**src/rtl/core/trct_ram.sv**
```systemverilog
// generic single write, single read ram with registered read data
`timescale 1ns / 1ps
module trct_ram #(
  parameter int W = 32,
  parameter int D = 64
) (
  input  logic                 clk_i,
  input  logic                 we_i,
  input  logic [$clog2(D)-1:0] waddr_i,
  input  logic [W-1:0]         wdata_i,
  input  logic [$clog2(D)-1:0] raddr_i,
  output logic [W-1:0]         rdata_o
);

  logic [W-1:0] mem_q [D];
  logic [W-1:0] rdata_q;

  always_ff @(posedge clk_i) begin
    if (we_i) begin
      mem_q[waddr_i] <= wdata_i;
    end
    rdata_q <= mem_q[raddr_i];
  end

  assign rdata_o = rdata_q;

endmodule

```
**config.mk**
```make
export PLATFORM = sky130hd
export DESIGN_NAME = trct_ram
export DESIGN_NICKNAME = d
export VERILOG_FILES = /design/src/rtl/core/trct_ram.sv
export SDC_FILE = /design/constraint.sdc
export NUM_CORES = 2
export LEC_CHECK = 0
export BUFFER_PORTS_ARGS = -buffer_cell sky130_fd_sc_hd__buf_4
export CAP_MARGIN = 20
export CORE_ASPECT_RATIO = 1.2
export CORE_UTILIZATION = 60
export DETAILED_ROUTE_END_ITERATION = 7
export PLACE_DENSITY = 0.83
export SLEW_MARGIN = 20
export SYNTH_ARGS = -nofsm -noshare
export SYNTH_HDL_FRONTEND = slang
export SYNTH_SLANG_ARGS = --single-unit
```
**constraint.sdc**
```tcl
create_clock -name clk_i -period 6.29 [get_ports clk_i]
set_input_delay 1.887 -clock clk_i [delete_from_list [all_inputs] [get_ports clk_i]]
set_output_delay 1.887 -clock clk_i [all_outputs]
set_load 0.02 [all_outputs]
```
==> flow_metrics.tcl <==
set metrics [dict create \
    maxCapViolCount 0 \
    critPathArrivalTime_ps 5090 \
    pin_count 78 \
    clockBufferDepth 3 \
    synth_nets 3370 \
    grt_first_pass_wirelength_um 307000 \
    grtUsageTotal 0.338 \
    via_count 40000 \
    cts_resized 0 \
    cts_sinks 2080 \
    dp_hpwl_um 112000 \
    tightest_slew_ps 1200 \
    final_cells 5388 \
    ir_worst_vdd_mv 0.332 \
    layout-drive-gt1-share 0.299 \
    vias_per_cell 7.42 \
    synth.avg_cell_area_sq_um 23.6 \
    relSlewSlack 0.197 \
    p_leak_nw 27.5 \
    synth_ff_type "edfxtp_1" \
    clkTransAtPathRegs_ps 70 \
    nets 3583 \
    skew_ps 48.7 \
    dp_cells 5039 \
    clock.fmax_mhz 226 \
    critPathLaunch "raddr_i[0]" \
    critPathMaxFanout 53 \
    cts_tree "done" \
    start_util 0.604 \
    cp_num_cells 6 \
    place_area_sq_um 82000 \
    drc_errors 0 \
    synthCells 3324 \
    antenna_found_initial 14 \
    cp_slowest_cell "o22ai_1" \
    ctsHoldBuffers 0 \
    synth_area_sq_um 78500 \
    layout_common_cells "edfxtp_1 (2,048), mux4_2 (544), clkbuf_16 (190), buf_4 (190), mux2i_1 (93)" \
    yosys_warnings 0 \
    grt_max_degree 73 \
    synth_top_area_cell "edfxtp_1" \
    finalInstanceArea_sq_um 88100 \
    setup_tns_ps 0 \
    start_kind "primary input" \
    hold_viol 0 \
    finalMaxSlewViolations 0 \
    path_cells "buf_8 > buf_12 > mux4_2 > mux4_2 > o22ai_1 > nor2_1" \
    holdWs_ps 778 \
    drt_iter0_markers 7328 \
    area_growth_syn_to_layout_pct 12.2 \
    critPathKind "primary input to flip-flop" \
    max_stage_delay_ps 870 \
    timing.rr.start "mem_q[13][29]" \
    coreArea_sq_um 130000 \
    num_rows 145 \
    routabilityCongestion 0.816 \
    r2r_cells 4 \
    rsz0062_at_grt "no" \
    seq_area_frac_synth 0.791 \
    r2r_slack_ps 3710 \
    status "finished clean" \
    cp_top_family "multiplexers" \
    synthTopCellsByArea "edfxtp_1 (78%), mux4_2 (16%), mux2i_1 (1.2%)" \
    grt_pass1_vias 40800 \
    finalSetupViolCount 0 \
    path_common_cell "mux4_2" \
    ys_ff_latch 2080 \
    die_area_sq_um 132000 \
    portBuffers 77 \
    postCtsSetupRepairBufs 0 \
    first_pass_iters 6 \
    wl_per_cell_um 41.4 \
    clock_latency_ps 840 \
    endpoint "rdata_o[24]" \
    synth.distinct_cells 34 \
    hp-class "flip-flop to flip-flop" \
    synth_edf_count 2048 \
    wl_um 223000 \
    crit_path_end_kind "flip-flop" \
    synth_top_area_share 0.783 \
    timing.rr.end "rdata_o[29]" \
    power.density_nw_per_um2 321 \
    overflow 0 \
    fp.dieW_um 332 \
    die_h_um 398 \
    cts_buffers 182 \
    final_common_cell "edfxtp_1" \
    root_buffer "clkbuf_16" \
    async_reset_ff_frac 0 \
    htreeDepth 4 \
    fin_crit_sh 0.704 \
    ant_nets 0 \
    required_ps 6960 \
    min_period_ps 4430 \
    crit_buf_inv 2 \
]
-- power breakdown --
group          switching (W)  internal (W)
Clock                0.00511       0.00630
Sequential         0.0000792        0.0153
Combinational       0.000935      0.000536
Total                0.00613        0.0222
-- per-layer routing --
metal	vias to the layer above	GRT usage	share of wire
met5	-	0	0.00043
met4	16	0.207	0.069
met3	847	0.0888	0.14
met1	20400	0.417	0.31
met2	4089	0.543	0.48
li1	14700	-	-
-- layout make-up --
class,count,area [sq um]
flip-flops and latches,2080,62100
clock inverters,100,898
fillers,7000,42000
multi-input cells,1062,16000
repair buffers,211,1850
diodes,4,10.0
well taps,1690,2110
clock buffers,241,5110
-- flip-flops by register name (all words and copies together) (netlist names) --
| signal | cells |
|---|---|
| mem_q | 2048 |
| rdata_o | 32 |
-- cells by family after synthesis --
group                  after synthesis  share of synthesized area
buffers and inverters              182                     0.0113
AO/OA/AOI/OAI                      202                     0.0167
multiplexers                       637                      0.168
AND/OR/NAND/NOR                    223                     0.0127
flip-flops                        2080                      0.791
-- how the worst min path moves through the flow --
stage / start / endpoint / slack [ps] / cells after the start
4_1_cts: mem_q[12][4] / rdata_o[4] / 770 / 4
6_report: mem_q[12][4] / rdata_o[4] / 780 / 4
2_1_floorplan: mem_q[12][17] / rdata_o[17] / 660 / 4
3_5_place_dp: mem_q[12][4] / rdata_o[4] / 800 / 4
5_1_grt: mem_q[12][4] / rdata_o[4] / 810 / 4
3_3_place_gp: mem_q[12][4] / rdata_o[4] / 730 / 4
-- tightest hold or removal path, stage by stage (launching register included) --
cell and delay [ps]:
edfxtp_1 320, mux2i_1 60, nand2_1 60, a311oi_1 110, nor3_1 180
-- cells in the mapped netlist, types with 12 or more instances --
cell type     n
a21oi_1      62
a22oi_1      12
buf_1        21
buf_2        57
buf_4        25
clkbuf_1     74
dfxtp_1      32
edfxtp_1   2048
mux2i_1      93
mux4_2      544
nand2_1      26
nor2_1      137
nor2b_1      15
o221ai_1     27
o22ai_1      84
-- through the flow --
step	utilization	setup WS (ps)	power [W]
2_1_floorplan	-	1240	0.0164
3_3_place_gp	0.630	1090	0.0171
3_5_place_dp	0.630	1030	0.0171
4_1_cts	0.676	1860	0.0282
5_1_grt	0.677	1810	0.0288
6_report	0.677	1860	0.0283
(Power assumes the default switching activity.)
