--- config.mk ---
export PLATFORM = sky130hd
export DESIGN_NAME = trct_alu
export DESIGN_NICKNAME = d
export VERILOG_FILES = /design/src/rtl/core/trct_pkg.sv /design/src/rtl/core/trct_alu.sv
export SDC_FILE = /design/constraint.sdc
export NUM_CORES = 1
export LEC_CHECK = 0
export BUFFER_PORTS_ARGS = -buffer_cell sky130_fd_sc_hd__buf_2
export CORE_MARGIN = 2
export CORE_UTILIZATION = 51
export DETAILED_ROUTE_END_ITERATION = 10
export PLACE_DENSITY = 0.86
export SYNTH_ARGS = -nofsm -noshare
export SYNTH_HDL_FRONTEND = slang
export SYNTH_SLANG_ARGS = --single-unit
--- constraint.sdc ---
create_clock -name vclk -period 7.65
set_input_delay 0.3825 -clock vclk [all_inputs]
set_output_delay 0.3825 -clock vclk [all_outputs]
set_load 0.01 [all_outputs]
--- src/rtl/core/trct_pkg.sv ---
// shared types and constants of the root cluster table
`timescale 1ns / 1ps
package trct_pkg;

  localparam int MAX_ROOTS   = 64;
  localparam int MAX_DIMS    = 4;
  localparam int ID_W        = $clog2(MAX_ROOTS);
  localparam int CNT_W       = $clog2(MAX_ROOTS + 1);
  localparam int DIM_W       = $clog2(MAX_DIMS);
  localparam int COORD_W     = 32;
  localparam int MAG_W       = COORD_W + 1;
  localparam int SUM_W       = COORD_W + 3;
  localparam int TOL_W       = 31;
  localparam int DIMS_CFG_W  = 3;
  localparam int CFG_IDX_W   = 2;
  localparam int CFG_DATA_W  = 31;
  localparam int IN_TDATA_W  = 136;
  localparam int OUT_TDATA_W = 152;
  localparam int CADDR_W     = ID_W + DIM_W;

  typedef enum logic [1:0] {
    MODE_CLEAR  = 2'd0,
    MODE_SUBMIT = 2'd1,
    MODE_XLATE  = 2'd2,
    MODE_READ   = 2'd3
  } mode_e;

  typedef enum logic [2:0] {
    STS_NOT_CONV = 3'd0,
    STS_MATCHED  = 3'd1,
    STS_ADDED    = 3'd2,
    STS_FULL     = 3'd3,
    STS_DONE     = 3'd4,
    STS_RANGE    = 3'd5
  } status_e;

  typedef enum logic [1:0] {
    CFG_DIMS  = 2'd0,
    CFG_MATCH = 2'd1,
    CFG_ORDER = 2'd2
  } cfg_idx_e;

  typedef enum logic [3:0] {
    ST_IDLE,
    ST_M_RUN,
    ST_M_RANK,
    ST_P_ID,
    ST_P_ID2,
    ST_P_CMP,
    ST_S_RK,
    ST_S_IR,
    ST_WR,
    ST_T_RD,
    ST_R_ID,
    ST_R_CMP,
    ST_FIN
  } st_e;

  typedef struct packed {
    logic             neg;
    logic [MAG_W-1:0] mag;
    logic [SUM_W-1:0] sum;
  } alu_res_t;

endpackage

--- src/rtl/core/trct_alu.sv ---
// shared difference, magnitude and accumulate unit
`timescale 1ns / 1ps
module trct_alu
  import trct_pkg::*;
(
  input  logic signed [COORD_W-1:0] a_i,
  input  logic signed [COORD_W-1:0] b_i,
  input  logic        [SUM_W-1:0]   acc_i,
  output alu_res_t                  res_o
);

  logic signed [MAG_W-1:0] diff;

  always_comb begin
    diff       = {a_i[COORD_W-1], a_i} - {b_i[COORD_W-1], b_i};
    res_o.neg  = diff[MAG_W-1];
    res_o.mag  = diff[MAG_W-1] ? MAG_W'(-diff) : MAG_W'(diff);
    res_o.sum  = acc_i + SUM_W'(res_o.mag);
  end

endmodule

==> summary.md, run 1 <==
| Metric | Value |
|---|---|
| Outcome | finished, final reports clean |
| Setup violators final | 0 |
| Global-route wire length before repair | between 20 and 25 mm |
| Post-Synthesis Cells | just under 700 |
| Final setup TNS | 0 ns |
| CP Launch Type | primary input |
| Tot GR Track Use | approximately 25% |
| Max Slew Vio Count | 0 |
| LEAKAGE | ~2.8 nW |
| Top Ports | 168 |
| # rows | 34 |
| WL/cell | 14.1 um |
| PortBufs | roughly 170 |
| PnR worst setup slack | 1.16 ns |
| Slowest cell delay on critical path | around 0.63 ns |
| Number of setup buffers added after CTS | 0 |
| GRT overflow | 0 |
| Yosys top cell area share | 18.2% |
| Syn-to-layout area delta | 19.6% |
| Delay-heaviest family, CP | compound AO/OA/AOI/OAI gates |
| Mapped Nets | 845 |
| Clkbuf count | 0 |
| Required time worst endpoint | ~7.3 ns |
| Gpl congestion | ~0.95 |
| Hold Crit Class | in2out |
| Area leader, netlist | ha_1 |
| Hold_buf cts | 0 |
| Seq_cells | 0 |
| PwrDens | around 230 nW/um^2 |
| Final hold vios | 0 |
| Share of layout cells above drive strength 1 | a little under a quarter |
| Worst-Margin Slew | 0.619 ns |
| Unique masters post-synth | 71 |
| Setup CP Type | in2out |
| Reg area | 0 um^2 |
| DRT iter0 DRCs | approximately 300 |
| Critical Path AT | roughly 6 ns |
| Post-route minimum period | approximately 6.5 ns |
| Post-synthesis instance area | between 4000 and 5000 um^2 |
| Max Freq | between 150 and 200 MHz |
| Avg Inst Size Synth | a little under 7 um^2 |
| Drt pass-1 iters | 5 |
| Sequential fraction of the synthesis area | 0% |
| Worst-path maximum fanout | 29 |
| Post_cts resized | 0 |
| Synth area leaders | ha_1, xnor2_1, a21oi_1 |
| Initial Util | approximately 53% |
| Unrepaired setup endpoints after global routing | no |
| Initial antenna violation count | 0 |
| Worst vdd ir | between 0.1 and 0.15 mV |
| Non-Filler Instances | approximately 940 |
| Max-Cap Viols | 0 |
| Die W | just under 100 um |
| Vert. Die Dim | ~99 um |
| Largest net degree at the start of global routing | 30 |
| Vias per std cell | just under 6 |
| Post-DRT Antenna Nets | 0 |
| Vias in the first global route | slightly below 5000 |
| Pre-CTS worst setup slack | 1.21 ns |
| Most frequent cells in the layout | buf_2, a21oi_1, ha_1 |
| Via Count | 5543 |
| HPWL after DPL | 11.3 mm |
| DRT Wirelength | roughly 13 mm |
| CP bufs+invs | 4 |
| Final #Nets | 1000 |
| Core Region | around 8700 um^2 |
| Placed insts | 938 |
| Most common cell after layout, fill and taps aside | buf_2 |
| Die area | between 9000 and 10000 um^2 |
| Number of antenna diodes | 0 |
| CP max stage cell | or4b_2 |
| Worst setup EP type | primary output |
| Residual DRC | 0 |
| Rel. slew slack | about three fifths |
| Crit share post-route | between 80% and 90% |
| Syn. warnings | 0 |
| Final core utilization | a little over three fifths |
| Total power | roughly 0.0012 W |
[layer usage]
layer	GRT usage (%)	wire length, um	vias to the layer above
met2	43.1	6120	201
met5	0	0	-
met4	3.06	156	0
met1	37.0	6060	2491
li1	-	-	2837
met3	0.780	845	14
[cell usage after synthesis (3+ instances only)]
cell,n
nand2b_1,7
or2_2,3
and2_1,5
a31oi_1,17
xor2_1,22
nor2b_1,4
nor4b_1,3
o21ai_1,5
o31a_1,4
o21a_1,14
nor3_1,22
a21oi_1,79
or4_1,4
nand3_1,20
o21bai_1,13
a21o_1,31
nor2_1,50
nand4_1,13
a211o_1,7
and4_1,3
o21ai_0,31
ha_1,67
xnor2_1,48
clkbuf_1,11
or3_1,8
a211oi_1,8
nand2_1,47
inv_1,55
nor4_1,6
o211ai_1,7
and3_1,5
[power breakdown]
| group | internal, W | switching (W) |
|---|---|---|
| clock network | 0 | 0 |
| logic | 0.000531 | 0.000718 |
| registers | 0 | 0 |
[cells by family (layout without fill, tap and decap cells)]
| kind of cell | after synthesis | in the layout | share of synthesized area (%) |
|---|---|---|---|
| compound gates | 249 | 249 | 35.8 |
| xor+xnor | 72 | 72 | 14.0 |
| fa+ha+maj | 69 | 69 | 19.1 |
| buf+inv | 72 | 225 | 6.34 |
| simple gates | 215 | 215 | 24.7 |
[stage by stage]
stage / hold slack [ns] / area, um^2
2_1_floorplan: 0.845 / 4600
3_3_place_gp: 1.03 / 5500
3_5_place_dp: 1.04 / 5500
4_1_cts: 1.04 / 5500
5_1_grt: 1.06 / 5500
6_report: 1.03 / 5500
[worst paths after layout]
kind	end	slack (ns)	from	cells past startpoint
worst max-delay path	res_o[31]	1.16	a_i[0]	27
worst min-delay path	res_o[34]	1.03	acc_i[34]	3
[layout make-up]
type,instances,area (um^2)
multi-input cells,605,4310
fillers,864,3220
repair buffers,169,848
inverters,56,210
well taps,108,135
No activity file was read; power rests on OpenSTA's default activity.
==> run 2, diff against run 1 <==
==> constraint.sdc (replaced) <==
create_clock -name vclk -period 6.56
set_input_delay 0.328 -clock vclk [all_inputs]
set_output_delay 0.328 -clock vclk [all_outputs]
set_load 0.01 [all_outputs]
==> summary.md, run 2 (synthesized netlist as in run 1, its figures left out) <==
| Metric | Value |
|---|---|
| Final setup TNS | 0 ns |
| DRT Wirelength | 13.6 mm |
| Top Ports | about 170 |
| Die area | 9800 um^2 |
| Hold Crit Class | in2out |
| CP bufs+invs | 4 |
| Reg area | 0 um^2 |
| Post-DP Area | ~5500 um^2 |
| Crit share post-route | just under 100% |
| Final core utilization | 63.7% |
| Required time worst endpoint | between 6 and 7 ns |
| Outcome | finished, final reports clean |
| Most frequent cells in the layout | buf_2, a21oi_1, ha_1 |
| # rows | 34 |
| Max-Cap Viols | 0 |
| Gpl congestion | 0.932 |
| PwrDens | around 270 nW/um^2 |
| Slowest cell delay on critical path | around 0.63 ns |
| Most common cell after layout, fill and taps aside | buf_2 |
| Worst-path maximum fanout | 12 |
| Unrepaired setup endpoints after global routing | yes |
| Vias per std cell | roughly 6 |
| Vert. Die Dim | roughly 99 um |
| Rel. slew slack | 59.0% |
| Fin area | 5560 um^2 |
| Clkbuf count | 0 |
| WL/cell | 14.4 um |
| Residual DRC | 0 |
| Worst-Margin Slew | about 0.61 ns |
| Vias in the first global route | roughly 4900 |
| Share of layout cells above drive strength 1 | between 20% and 30% |
| Post-DRT Antenna Nets | 0 |
| Max Slew Vio Count | 0 |
| Die W | 99.0 um |
| Worst vdd ir | approximately 0.10 mV |
| Initial Util | a little over half |
| Critical Path AT | between 5 and 6 ns |
| Max Freq | about 160 MHz |
| Largest net degree at the start of global routing | 24 |
| Final #Nets | 1005 |
| Syn-to-layout area delta | 20.8% |
| Post-route minimum period | approximately 6.3 ns |
| Initial antenna violation count | 0 |
| LEAKAGE | around 2.8 nW |
| Delay-heaviest family, CP | compound AO/OA/AOI/OAI gates |
| Core Region | just under 9000 um^2 |
| Setup CP Type | in2out |
| CP Launch Type | primary input |
| Via Count | around 5600 |
| Global-route wire length before repair | approximately 22 mm |
| HPWL after DPL | around 12 mm |
| Final hold vios | 0 |
| Tot GR Track Use | about a quarter |
| Worst setup EP type | primary output |
| Seq_cells | 0 |
| Setup violators final | 0 |
| Number of antenna diodes | 0 |
| Drt pass-1 iters | 5 |
| CP max stage cell | or4b_2 |
| PortBufs | around 170 |
| Hold_ws | 0.924 ns |
| DRT iter0 DRCs | between 200 and 250 |
| GRT overflow | 0 |
## run 2: what timing repair did
item / in CTS / in global routing
endpoints found under the setup margin: 0 / 3
setup buffers: 0 / 1
resized for setup: 0 / 5
hold buffers: 0 / 0
## run 2: final cells by class
| class | count | area [um^2] |
|---|---|---|
| repair buffers | 174 | 887 |
| fillers | 846 | 3160 |
| multi-input cells | 605 | 4330 |
| well taps | 108 | 135 |
| inverters | 56 | 210 |
## run 2: final timing paths
| kind | from | endpoint | slack, ns | cells after the start |
|---|---|---|---|---|
| worst min-delay path | acc_i[34] | res_o[34] | 0.92 | 3 |
| worst max-delay path | a_i[0] | res_o[31] | 0.26 | 27 |
## run 2: metrics by stage
| stage | setup slack (ns) | total power (W) | instances |
|---|---|---|---|
| 3_5_place_dp | 0.308 | 0.00145 | 941 |
| 6_report | 0.262 | 0.00148 | 943 |
| 4_1_cts | 0.292 | 0.00146 | 941 |
| 3_3_place_gp | 0.414 | 0.00143 | 941 |
| 5_1_grt | -0.0282 | 0.00161 | 943 |
| 2_1_floorplan | 0.794 | 0.00101 | 677 |
## run 2: where the power goes
part	switching [W]	internal [W]
sequential	0	0
combinational	0.000855	0.000627
clock	0	0
total	0.000855	0.000627
## run 2: routing by layer
metal  vias to the layer above  wire length, um  track usage [%]
met5                         -                0                0
met4                         0              320             4.95
met3                        25              793            0.922
met2                       209             6130             43.2
met1                      2569             6340             36.7
li1                       2840                -                -
